**src/rtl/core/cls_pkg.sv**
```systemverilog
package cls_pkg;

  localparam int MAX_FIELDS = 256;
  localparam logic [7:0] FIELD_TOP =
    8'((MAX_FIELDS - 1 < 255) ? (MAX_FIELDS - 1) : 255);
  localparam int MAX_RESULTS = 3;

  typedef enum logic [1:0] {
    MODE_WAIT  = 2'd0,
    MODE_FIELD = 2'd1,
    MODE_QUOTE = 2'd2
  } mode_t;

  typedef enum logic [2:0] {
    KIND_BYTE      = 3'd0,
    KIND_END       = 3'd1,
    KIND_DONE      = 3'd2,
    KIND_QUOTE_ERR = 3'd3,
    KIND_EMPTY_ERR = 3'd4
  } kind_t;

  localparam logic [7:0] CH_BACKSLASH = 8'h5c;
  localparam logic [7:0] CH_DQUOTE    = 8'h22;
  localparam logic [7:0] CH_SQUOTE    = 8'h27;
  localparam logic [7:0] CH_SPACE     = 8'h20;

  typedef struct packed {
    logic [7:0] ch;
    logic       byte_valid;
    logic       end_of_line;
  } cls_in_t;

  typedef struct packed {
    kind_t      kind;
    logic [7:0] out_byte;
    logic [7:0] field_index;
    logic       last;
  } cls_out_t;

  typedef struct packed {
    cls_out_t [MAX_RESULTS-1:0] res;
    logic [1:0]                 cnt;
  } cls_bundle_t;

  function automatic logic [7:0] unescape(input logic [7:0] c);
    logic [7:0] r;
    case (c)
      8'h6e:   r = 8'd10;
      8'h72:   r = 8'd13;
      8'h74:   r = 8'd9;
      8'h61:   r = 8'd7;
      8'h62:   r = 8'd8;
      8'h76:   r = 8'd11;
      8'h66:   r = 8'd12;
      default: r = c;
    endcase
    return r;
  endfunction

  function automatic logic is_blank(input logic [7:0] c);
    return (c == CH_SPACE) || (c >= 8'd9 && c <= 8'd13);
  endfunction

endpackage

```
**src/rtl/core/cls_parser.sv**
```systemverilog
module cls_parser
  import cls_pkg::*;
(
  input  logic        clk,
  input  logic        rst_n,
  input  logic        accept,
  input  cls_in_t     item,
  output cls_bundle_t bundle
);

  mode_t      mode_r, mode_nxt;
  logic       esc_r, esc_nxt;
  logic       qdbl_r, qdbl_nxt;
  logic       fne_r, fne_nxt;
  logic       path_r, path_nxt;
  logic [7:0] fcnt_r, fcnt_nxt;

  logic       put_en;
  logic [7:0] put_val;
  logic       blank_end;
  logic       is_quote;
  logic [1:0] n;

  always_comb begin
    put_en    = 1'b0;
    put_val   = item.ch;
    blank_end = 1'b0;
    mode_nxt  = mode_r;
    esc_nxt   = esc_r;
    qdbl_nxt  = qdbl_r;
    fne_nxt   = fne_r;
    path_nxt  = path_r;
    fcnt_nxt  = fcnt_r;
    n         = 2'd0;
    bundle    = '0;
    is_quote  = (item.ch == CH_DQUOTE) || (item.ch == CH_SQUOTE);

    if (item.byte_valid) begin
      if (esc_r) begin
        put_en  = 1'b1;
        put_val = unescape(item.ch);
        esc_nxt = 1'b0;
        if (mode_r != MODE_QUOTE) mode_nxt = MODE_FIELD;
      end else if (item.ch == CH_BACKSLASH) begin
        esc_nxt = 1'b1;
      end else if (mode_r == MODE_QUOTE) begin
        if (item.ch == (qdbl_r ? CH_DQUOTE : CH_SQUOTE)) mode_nxt = MODE_FIELD;
        else put_en = 1'b1;
      end else if (is_quote) begin
        mode_nxt = MODE_QUOTE;
        qdbl_nxt = (item.ch == CH_DQUOTE);
      end else if (is_blank(item.ch)) begin
        if (mode_r == MODE_FIELD) begin
          blank_end = 1'b1;
          mode_nxt  = MODE_WAIT;
        end
      end else begin
        put_en   = 1'b1;
        mode_nxt = MODE_FIELD;
      end
    end

    if (put_en) begin
      bundle.res[n].kind        = KIND_BYTE;
      bundle.res[n].out_byte    = put_val;
      bundle.res[n].field_index = fcnt_nxt;
      n       = n + 2'd1;
      fne_nxt = 1'b1;
    end

    if (blank_end) begin
      if (fne_nxt || path_nxt) begin
        bundle.res[n].kind        = KIND_END;
        bundle.res[n].field_index = fcnt_nxt;
        n = n + 2'd1;
        if (fne_nxt) path_nxt = 1'b1;
        if (fcnt_nxt < FIELD_TOP) fcnt_nxt = fcnt_nxt + 8'd1;
      end
      fne_nxt = 1'b0;
    end

    if (item.end_of_line) begin
      if (mode_nxt == MODE_QUOTE) begin
        bundle.res[n].kind = KIND_QUOTE_ERR;
        n = n + 2'd1;
      end else begin
        if (mode_nxt == MODE_FIELD) begin
          if (fne_nxt || path_nxt) begin
            bundle.res[n].kind        = KIND_END;
            bundle.res[n].field_index = fcnt_nxt;
            n = n + 2'd1;
            if (fne_nxt) path_nxt = 1'b1;
          end
        end
        bundle.res[n].kind = path_nxt ? KIND_DONE : KIND_EMPTY_ERR;
        n = n + 2'd1;
      end
      mode_nxt = MODE_WAIT;
      esc_nxt  = 1'b0;
      qdbl_nxt = 1'b0;
      fne_nxt  = 1'b0;
      path_nxt = 1'b0;
      fcnt_nxt = 8'd0;
    end

    for (int i = 0; i < MAX_RESULTS; i++) begin
      bundle.res[i].last = (n != 2'd0) && (2'(i) == n - 2'd1);
    end
    bundle.cnt = n;
  end

  always_ff @(posedge clk) begin
    if (!rst_n) begin
      mode_r <= MODE_WAIT;
      esc_r  <= 1'b0;
      qdbl_r <= 1'b0;
      fne_r  <= 1'b0;
      path_r <= 1'b0;
      fcnt_r <= 8'd0;
    end else if (accept) begin
      mode_r <= mode_nxt;
      esc_r  <= esc_nxt;
      qdbl_r <= qdbl_nxt;
      fne_r  <= fne_nxt;
      path_r <= path_nxt;
      fcnt_r <= fcnt_nxt;
    end
  end

endmodule

```
**src/rtl/core/cls_out_queue.sv**
```systemverilog
module cls_out_queue
  import cls_pkg::*;
(
  input  logic        clk,
  input  logic        rst_n,
  input  logic        accept,
  input  cls_bundle_t bundle,
  output logic        can_accept,
  output logic        out_valid,
  input  logic        out_ready,
  output cls_out_t    out_data
);

  cls_out_t   out_r, out_nxt;
  logic       vld_r, vld_nxt;
  cls_out_t   slot0_r, slot0_nxt;
  cls_out_t   slot1_r, slot1_nxt;
  logic [1:0] bcnt_r, bcnt_nxt;
  logic       out_free;

  assign out_free   = !vld_r || out_ready;
  assign can_accept = (bcnt_r == 2'd0) && out_free;
  assign out_valid  = vld_r;
  assign out_data   = out_r;

  always_comb begin
    out_nxt   = out_r;
    vld_nxt   = vld_r;
    slot0_nxt = slot0_r;
    slot1_nxt = slot1_r;
    bcnt_nxt  = bcnt_r;
    if (accept) begin
      out_nxt   = bundle.res[0];
      vld_nxt   = (bundle.cnt != 2'd0);
      slot0_nxt = bundle.res[1];
      slot1_nxt = bundle.res[2];
      bcnt_nxt  = (bundle.cnt != 2'd0) ? bundle.cnt - 2'd1 : 2'd0;
    end else if (bcnt_r != 2'd0 && out_free) begin
      out_nxt   = slot0_r;
      vld_nxt   = 1'b1;
      slot0_nxt = slot1_r;
      bcnt_nxt  = bcnt_r - 2'd1;
    end else if (vld_r && out_ready) begin
      vld_nxt = 1'b0;
    end
  end

  always_ff @(posedge clk) begin
    if (!rst_n) begin
      vld_r  <= 1'b0;
      bcnt_r <= 2'd0;
    end else begin
      vld_r  <= vld_nxt;
      bcnt_r <= bcnt_nxt;
    end
  end

  always_ff @(posedge clk) begin
    out_r   <= out_nxt;
    slot0_r <= slot0_nxt;
    slot1_r <= slot1_nxt;
  end

endmodule

```
**src/rtl/core/command_line_word_splitter_top.sv**
```systemverilog
// Shell style word splitter: send a command line one byte per request (with
// end_of_line on the last request, optionally as an end-only request) and
// receive decoded field bytes, field ends and one line status per line. An
// input request that produces at most one result is taken every cycle unless
// the output stalls; one with more (up to three) holds the input until its
// results have left through the single output register, one per cycle
// while out_ready is high. Parser state resets after every end of line.
module command_line_word_splitter_top
  import cls_pkg::*;
(
  input  logic     clk,
  input  logic     rst_n,
  input  logic     in_valid,
  output logic     in_ready,
  input  cls_in_t  in_data,
  output logic     out_valid,
  input  logic     out_ready,
  output cls_out_t out_data
);

  cls_bundle_t bundle;
  logic        accept;

  assign accept = in_valid && in_ready;

  cls_parser u_parser (
    .clk    (clk),
    .rst_n  (rst_n),
    .accept (accept),
    .item   (in_data),
    .bundle (bundle)
  );

  cls_out_queue u_out_queue (
    .clk        (clk),
    .rst_n      (rst_n),
    .accept     (accept),
    .bundle     (bundle),
    .can_accept (in_ready),
    .out_valid  (out_valid),
    .out_ready  (out_ready),
    .out_data   (out_data)
  );

endmodule
```
**config.mk**
```make
export PLATFORM = sky130hd
export DESIGN_NAME = command_line_word_splitter_top
export DESIGN_NICKNAME = d
export VERILOG_FILES = /design/src/rtl/core/cls_pkg.sv /design/src/rtl/core/cls_parser.sv /design/src/rtl/core/cls_out_queue.sv /design/src/rtl/core/command_line_word_splitter_top.sv
export SDC_FILE = /design/constraint.sdc
export NUM_CORES = 1
export LEC_CHECK = 0
export BUFFER_PORTS_ARGS = -buffer_cell sky130_fd_sc_hd__clkbuf_2
export CORE_MARGIN = 8
export CORE_UTILIZATION = 54
export CTS_CLUSTER_DIAMETER = 200
export DETAILED_ROUTE_END_ITERATION = 7
export GPL_ROUTABILITY_DRIVEN = 0
export PLACE_DENSITY = 0.7
export SYNTH_ARGS = -nofsm -noshare
export SYNTH_HDL_FRONTEND = slang
export SYNTH_HIERARCHICAL = 1
export SYNTH_SLANG_ARGS = --single-unit
```
**constraint.sdc**
```tcl
create_clock -name clk -period 5.4 [get_ports clk]
set_input_delay 0.54 -clock clk [delete_from_list [all_inputs] [get_ports clk]]
set_output_delay 0.54 -clock clk [all_outputs]
set_load 0.02 [all_outputs]
```
=== Word level (Yosys, flattened, before mapping) ===
Index checks and enable logic that the tools add are counted.

* Register bits: 77
* ROM bits: 0
* Input bits: 14
* Memories kept: 0
* Logic and storage cells: 183
* Latch bits: 0
* RAM bits: 0
* Output and inout bits: 22

* Equality and inequality tests: 22
* Reduce and logical (&&, ||, !) cells: 27
* Bitwise operators: 0
* Multiplexer cells: 99
* $add $sub $neg: 6
* Magnitude comparators: 9
* Shift operators: 0
* Divide/modulo/power cells: 0
* Multipliers: 0

{| class="wikitable"
|+ Operators with widths
! operator !! number
|-
| 60-bit 2-to-1 mux || 8
|-
| 60-bit bitwise mux || 6
|-
| 20-bit demux with 2-bit select || 5
|-
| 20-bit 2-to-1 mux || 7
|-
| 8-bit by 7-bit == test with 1-bit output, second input constant || 8
|-
| 8-bit case mux with 7 select lines || 1
|-
| 8-bit 2-to-1 mux || 6
|-
| 2-bit 2-to-1 mux || 21
|-
| 1-bit 2-to-1 mux || 40
|-
| 8-bit by 6-bit == test with 1-bit output, second input constant || 3
|-
| 9-bit 2-to-1 mux || 2
|-
| 16-bit 2-to-1 mux || 1
|-
| 1-bit logical AND || 11
|-
| 2-bit nonzero test || 5
|-
| 8-bit by 1-bit adder with 8-bit output, second input constant || 1
|-
| 8-bit == test || 1
|-
| 8-bit by 4-bit >= comparator with 1-bit output, second input constant || 1
|-
| 8-bit by 4-bit less-or-equal comparator with 1-bit output, second input constant || 1
|-
| 8-bit < comparator, second input constant || 1
|-
| 2-bit inequality test, second input constant || 4
|-
| 2-bit by 3-bit < comparator with 1-bit output, second input constant || 2
|-
| 3-bit 2-to-1 mux || 2
|-
| 6-bit AND reduction || 1
|-
| 1-bit logical OR || 5
|-
| other kinds (14) || 20
|}

=== Depth between registers and ports, before layout ===
Gate-level depths: netlist of run 1.

* Depth in word-level cells: 28
* Depth in mapped cells: 19
* Mapped depth without buffers: 16

=== Cells and area by module ===
The synthesis of run 1 kept the hierarchy.

{| class="wikitable"
|+ By module, submodules not included
! module !! area each (sq um) !! sequential area each (sq um) !! instances !! cells each
|-
| cls_out_queue || 2645.0 || 1861.8 || 1 || 131
|-
| cls_parser || 2164.6 || 280.3 || 1 || 309
|-
| command_line_word_splitter_top || 6.3 || 0.0 || 1 || 1
|}

=== Least setup slack after synthesis of run 1 ===
No wires, ideal clock.

* Kind: input -> register
* Start point: in in_data[6] (netlist name)
* End point: reg u_out_queue.out_r (netlist bit u_out_queue/out_data[0]), data pin
* Stages: 19
* Arrival time: 4202 ps
* Library setup time: 260 ps
* Required time: 5140 ps
* Buffers on the path: 3
* Path slack: 938 ps
* Cells stage by stage: buf_6 > or3_1 > buf_2 > a2111o_1 > a21oi_2 > or2_2 > buf_4 > ha_1 > o21ai_4 > inv_1 > ha_1 > a21oi_1 > inv_1 > ha_1 > mux2i_1 > a21oi_1 > inv_1 > nor2_1 > mux2_4

{| class="wikitable"
|+ RTL lines
! item !! line !! RTL
|-
| start: declaration || command_line_word_splitter_top.sv:15 || <nowiki>input cls_in_t in_data,</nowiki>
|-
| end signal: assignment || cls_out_queue.sv:59 || <nowiki>out_r <= out_nxt;</nowiki>
|-
| end: declaration || cls_out_queue.sv:14 || <nowiki>cls_out_t out_r, out_nxt;</nowiki>
|}

==> summary.txt, run 1 <==
Net Sw Frac: 33.2%
Number of flops mapped to enable cells by yosys: 60
Slew @ Worst Pin: 0.607 ns
P&R area growth vs syn: 6.86%
Post-Syn Area: 4820 µm²
Seq cells post-synth: 77
Worst R2R End: u_out_queue/out_data[0]
Site row count: 34
Area after DPL: 4940 µm²
Post-route cell area: 5150 µm²
DR iter-0 viols: 212
Worst EP required: 5.50 ns
HPWL after DPL: 6640 µm
Number of routed nets with antenna violations: 0
Chip height: 110 µm
Routed len/inst: 16.6 µm
Worst reg2reg startpoint: u_parser/qdbl_r
CP arrival: 4.56 ns
Synth warn: 6
Critical path startpoint category: input pin
Clock buffer depth: 2
Clock transition at path regs: 0.08 ns
Sink Count: 77
Clock network power share: 19.2%
Fraction of registers with async set/reset: 0%
Post-CTS Setup Inserts: 0
DIE AREA: 12,200 µm²
Worst r2r path cells: 16
Htree depth: 3
Core area: 8680 µm²
Final std cells w/o fill: 578
Total CTS buffers: 9
Via density: 5.66
Post-Syn Instances: 441
P_leak: 2.04 nW
Routed wire length: 9590 µm
Post-CTS Resized: 0
Critical Path Fanout Max: 12
Status: completed
Max Cap Violations: 0
Final Setup Violations: 0
Via count: 3,273
Critical path origin: in_data[6]
Fmax achieved: 224 MHz
Initial antenna violation count: 0
Vias in the first global route: 3,294
Minimum clock period: 4.47 ns
Global-route wire length before repair: 15,900 µm
Placed Cells: 562
VDD IR max: 257 µV
Flop-to-flop setup slack: 1.06 ns
Hold Path End: u_out_queue/bcnt_r[1]
HP Class: reg -> reg
Setup TNS: 0 ns
Dominant synthesized flop cell: edfxtp_1
Commonest cells after routing, fill and taps aside: 60 x edfxtp_1, 38 x mux2_4, 35 x clkbuf_2, 31 x nor2_1, 28 x nand2_1
Pint: 0.00154 W
Largest net degree at the start of global routing: 42
Yosys cell types: 74
Final Hold Fails: 0
Skew final: 0.0122 ns
Port Buffer Count: 35
CTS tree: done
Final period utilization: 82.7%
Io pins: 36
Hold path startpoint: u_out_queue/bcnt_r[1]
Area contributors post-synth: edfxtp_1 37%, mux2_4 12%, dfxtp_1 7.1%
Net count, final: 491
Commonest non-fill, non-tap cell in the layout: edfxtp_1
Worst slew margin relative to its limit: 59.5%
Hold Buf Count CTS: 0
Pwr dens: 447 nW/µm²
Initial core utilization: 55.5%
Synth top area share: 37.4%
Share of power burned in registers: 44.2%
RSZ-0062 raised after global routing: no
Worst setup EP type: flop
Die X: 110 µm
Critical Setup Path Class: in -> reg
Share of layout cells above drive strength 1: 24.9%
Ant. Diodes: 0
Grt ovf: 0
Clock latency on the worst-skew pair: 0.34 ns
Net load switching power: 0.000765 W
Hold Crit Depth: 2
Drt drc: 0
Root Driver: clkbuf_8
Worst hold slack: 0.546 ns
Gate power share: 36.6%
Synth Area per Inst: 10.9 µm²
GRT Total Usage: 15.5%
Sequential area share after synthesis: 44.5%
Area leader, netlist: edfxtp_1
Slew Limit Fails: 0
Detailed Routing Iterations Pass 1: 4
==> sequential cells by signal, summed over array words and instances, names as in the netlist <==
| register | flops |
|---|---|
| u_out_queue/bcnt_r | 2 |
| u_out_queue/out_data | 20 |
| u_out_queue/out_valid | 1 |
| u_out_queue/slot0_r | 20 |
| u_out_queue/slot1_r | 20 |
| u_parser/esc_r | 1 |
| u_parser/fcnt_r | 8 |
| u_parser/fne_r | 1 |
| u_parser/mode_r | 2 |
| u_parser/path_r | 1 |
| u_parser/qdbl_r | 1 |
==> cell usage after synthesis, drive strengths merged (3+ instances only) <==
master,count
edfxtp,60
mux2,40
nor2,31
nand2,29
buf,28
inv,25
a21oi,18
o21ai,18
dfxtp,17
nor2b,15
nand3,13
ha,12
clkbuf,11
nor3,11
mux2i,9
and2,8
and3,8
nand2b,8
a31oi,6
nand3b,6
nor3b,6
xnor2,5
o211ai,4
o22ai,4
xor2,4
a32oi,3
nor4,3
o21a,3
o221ai,3
==> kinds of logic after synthesis <==
| kind of cell | synth area share (%) |
|---|---|
| simple gates | 17.0 |
| compound gates | 11.8 |
| flops | 44.5 |
| buf+inv | 7.59 |
| mux | 14.2 |
| fa+ha+maj | 3.12 |
| xor+xnor | 1.79 |
| other cells | 0.0779 |
==> stage by stage <==
| stage | total power (W) | worst slack (ns) | utilization, % |
|---|---|---|---|
| finish | 0.00230 | 0.932 | 59.3 |
| global route | 0.00243 | 0.704 | 59.3 |
| CTS | 0.00233 | 0.973 | 59.3 |
| detailed placement | 0.00189 | 0.600 | 57.0 |
| global placement | 0.00185 | 0.749 | 57.0 |
| floorplan | 0.00169 | 0.938 | - |
==> layout make-up <==
class	count	area [µm²]
Timing Repair Buffer	37	190
Fill cell	742	3530
Multi-Input combinational cell	314	2380
Clock buffer	12	155
Sequential cell	77	2140
Inverter	26	97.6
Clock inverter	4	47.5
Tap cell	108	135
==> metal layers <==
layer  global-route usage, %  wire (µm)  up-vias
met5                       0          0        -
met4                    6.04         97        0
met3                    3.35        313        8
met2                    26.0       4660       53
met1                    19.0       4520     1597
li1                        -          -     1615
==> worst max-delay path: stages <==
cell	delay (ns)
clkbuf_2	0.16
or3_1	0.51
a2111o_1	0.50
a21oi_2	0.21
or2_2	0.32
ha_1	0.31
o21ai_4	0.25
inv_1	0.13
ha_1	0.32
a21oi_1	0.23
inv_1	0.08
ha_1	0.28
mux2i_1	0.13
a21oi_1	0.11
inv_1	0.15
nor2_1	0.06
mux2_4	0.25
==> worst max path at each step <==
stage,depth (start not counted),end
floorplan,19,u_out_queue/out_data[0]
global placement,17,u_out_queue/out_data[0]
detailed placement,17,u_out_queue/out_data[0]
CTS,17,u_out_queue/out_data[0]
global route,17,u_out_queue/out_data[0]
finish,17,u_out_queue/out_data[0]
==> power groups by stage <==
stage / sequential [W] / combinational, W / clock (W)
floorplan: 0.00113 / 0.000558 / 0
global placement: 0.00102 / 0.000831 / 0
detailed placement: 0.00103 / 0.000851 / 0
CTS: 0.00102 / 0.000855 / 0.000456
global route: 0.00104 / 0.000912 / 0.000481
finish: 0.00102 / 0.000841 / 0.000442
No activity file was read; power rests on OpenSTA's default activity.
==> inputs of run 2 (changes only) <==
--- a/config.mk
+++ b/config.mk
@@ -11,7 +11,7 @@
 export CTS_CLUSTER_DIAMETER = 200
 export DETAILED_ROUTE_END_ITERATION = 7
 export GPL_ROUTABILITY_DRIVEN = 0
-export PLACE_DENSITY = 0.7
+export PLACE_DENSITY = 0.73
 export SYNTH_ARGS = -nofsm -noshare
 export SYNTH_HDL_FRONTEND = slang
 export SYNTH_HIERARCHICAL = 1
==> constraint.sdc (replaced) <==
create_clock -name clk -period 3.84 [get_ports clk]
set_input_delay 0.384 -clock clk [delete_from_list [all_inputs] [get_ports clk]]
set_output_delay 0.384 -clock clk [all_outputs]
set_load 0.02 [all_outputs]
==> summary.txt, run 2 (synthesis results as in run 1) <==
Status: completed
Share of layout cells above drive strength 1: 29.8% (+4.9 points)
Pwr dens: 610 nW/µm² (+36%)
Sink Count: 77 (unchanged)
Net count, final: 514 (+4.7%)
Commonest non-fill, non-tap cell in the layout: edfxtp_1
HPWL after DPL: 6880 µm (+3.7%)
Share of power burned in registers: 43.4% (-0.8 points)
HP Class: in -> reg
Core area: 8680 µm² (unchanged)
Critical path startpoint category: flop
Flop-to-flop setup slack: 0.14 ns (-0.92 ns)
Worst setup EP type: flop
Ant. Diodes: 0 (unchanged)
Clock network power share: 19.5% (+0.3 points)
Net load switching power: 0.00108 W (+41%)
CP arrival: 3.80 ns (-0.76 ns)
Detailed Routing Iterations Pass 1: 6 (+2)
Slew @ Worst Pin: 0.664 ns (+0.0573 ns)
Global-route wire length before repair: 16,400 µm (+3.2%)
Routed wire length: 9830 µm (+2.5%)
Clock latency on the worst-skew pair: 0.36 ns (+0.02 ns)
Net Sw Frac: 33.1% (-0.17 points)
Number of routed nets with antenna violations: 0 (unchanged)
Area after DPL: 5140 µm² (+4.0%)
Final Hold Fails: 0 (unchanged)
Minimum clock period: 3.70 ns
Critical Path Fanout Max: 4 (-8)
Site row count: 34 (unchanged)
Clock buffer depth: 2 (unchanged)
Gate power share: 37.0% (+0.4 points)
Via count: 3,423 (+4.6%)
Final Setup Violations: 0 (unchanged)
Area of the multi-input gates: 2430 µm² (+2.0%)
Fmax achieved: 270 MHz
Htree depth: 3 (unchanged)
Total CTS buffers: 9 (unchanged)
Grt ovf: 0 (unchanged)
Chip height: 110 µm (unchanged)
Max Cap Violations: 0 (unchanged)
Clock transition at path regs: 0.08 ns (about the same)
Commonest cells after routing, fill and taps aside: 60 x edfxtp_1, 38 x mux2_4, 35 x clkbuf_2, 31 x nor2_1, 28 x nand2_1
Io pins: 36 (unchanged)
Slew Limit Fails: 0 (unchanged)
Via density: 5.70 (+0.58%)
DIE AREA: 12,200 µm² (unchanged)
Critical Setup Path Class: reg -> reg
Drt drc: 0 (unchanged)
CTS tree: done
P&R area growth vs syn: 11.5%
Skew final: 0.0118 ns (-0.000368 ns)
Largest net degree at the start of global routing: 45 (+7.1%)
Post-route cell area: 5370 µm² (+4.3%)
Pint: 0.00219 W (+42%)
Initial core utilization: 55.5% (unchanged)
Setup TNS: 0 ns (unchanged)
Die X: 110 µm (unchanged)
P_leak: 2.16 nW (+5.5%)
Worst slew margin relative to its limit: 55.5% (-4.0 points)
VDD IR max: 286 µV (+12%)
Filler cell count in the final layout: 717 (-3.4%)
Final period utilization: 96.4%
Vias in the first global route: 3,357 (+1.9%)
Final core utilization: 61.9% (+2.6 points)
Root Driver: clkbuf_8
GRT Total Usage: 15.9% (+0.41 points)
DR iter-0 viols: 297 (+40%)
Port Buffer Count: 35 (unchanged)
Area taken by flip-flops and latches: 2140 µm² (about the same)
Worst EP required: 3.94 ns (-1.56 ns)
Initial antenna violation count: 0 (unchanged)
Routed len/inst: 16.4 µm (-1.4%)
RSZ-0062 raised after global routing: no
run 2: stage by stage:
stage                     hold slack, ns  power, W  worst slack [ns]  std cells
after CTS                          0.414   0.00331             0.136        599
after detailed placement           0.522   0.00266           0.00735        583
after global placement             0.498   0.00262            0.0737        583
after floorplan                    0.480   0.00238           -0.0138        456
final                              0.421   0.00327             0.138        601
after global routing               0.418   0.00346            0.0407        601
run 2: repair_timing:
action                     CTS  global route
gates resized for setup      0             5
setup buffers                0             2
hold buffers                 0             0
setup endpoints to repair    0             1
run 2: final timing paths:
kind | cells past startpoint | from | to
max | 15 | u_parser/qdbl_r | u_out_queue/slot0_r[17]
min | 4 | out_ready | u_out_queue/out_valid
max reg2reg | 15 | u_parser/qdbl_r | u_out_queue/slot0_r[17]
min reg2reg | 2 | u_out_queue/bcnt_r[0] | u_out_queue/bcnt_r[0]
run 2: area by class of cell:
class / count / area share (%)
Inverter: 26 / 1.82
Clock inverter: 3 / 0.816
Sequential cell: 77 / 39.9
Timing Repair Buffer: 60 / 6.76
Clock buffer: 13 / 2.96
Multi-Input combinational cell: 314 / 45.2
Tap cell: 108 / 2.52
run 2: power by group through the flow:
stage | clock [W] | combinational [W] | sequential (W)
2_1_floorplan | 0 | 0.000792 | 0.00159
3_3_place_gp | 0 | 0.00119 | 0.00143
3_5_place_dp | 0 | 0.00122 | 0.00144
4_1_cts | 0.000656 | 0.00123 | 0.00143
5_1_grt | 0.000690 | 0.00132 | 0.00145
6_report | 0.000640 | 0.00121 | 0.00142
run 2: worst max-delay path: stages, from the launching register on:
cell and delay [ns]:
dfxtp_2 0.34, or3b_4 0.38, a2111o_1 0.51, a21oi_2 0.25, or2_4 0.19, ha_4 0.21, o21ai_4 0.13, inv_2 0.07
ha_4 0.23, a21oi_4 0.15, buf_4 0.13, ha_2 0.18, inv_1 0.07, a211oi_1 0.24, o31ai_1 0.13, mux2_4 0.26
run 2: metal layers:
layer / up-vias / track usage (%) / wire length, µm
li1: 1660 / - / -
met1: 1628 / 20.2 / 4370
met2: 119 / 26.0 / 4780
met3: 16 / 4.27 / 564
met4: 0 / 4.41 / 123
met5: - / 0 / 0
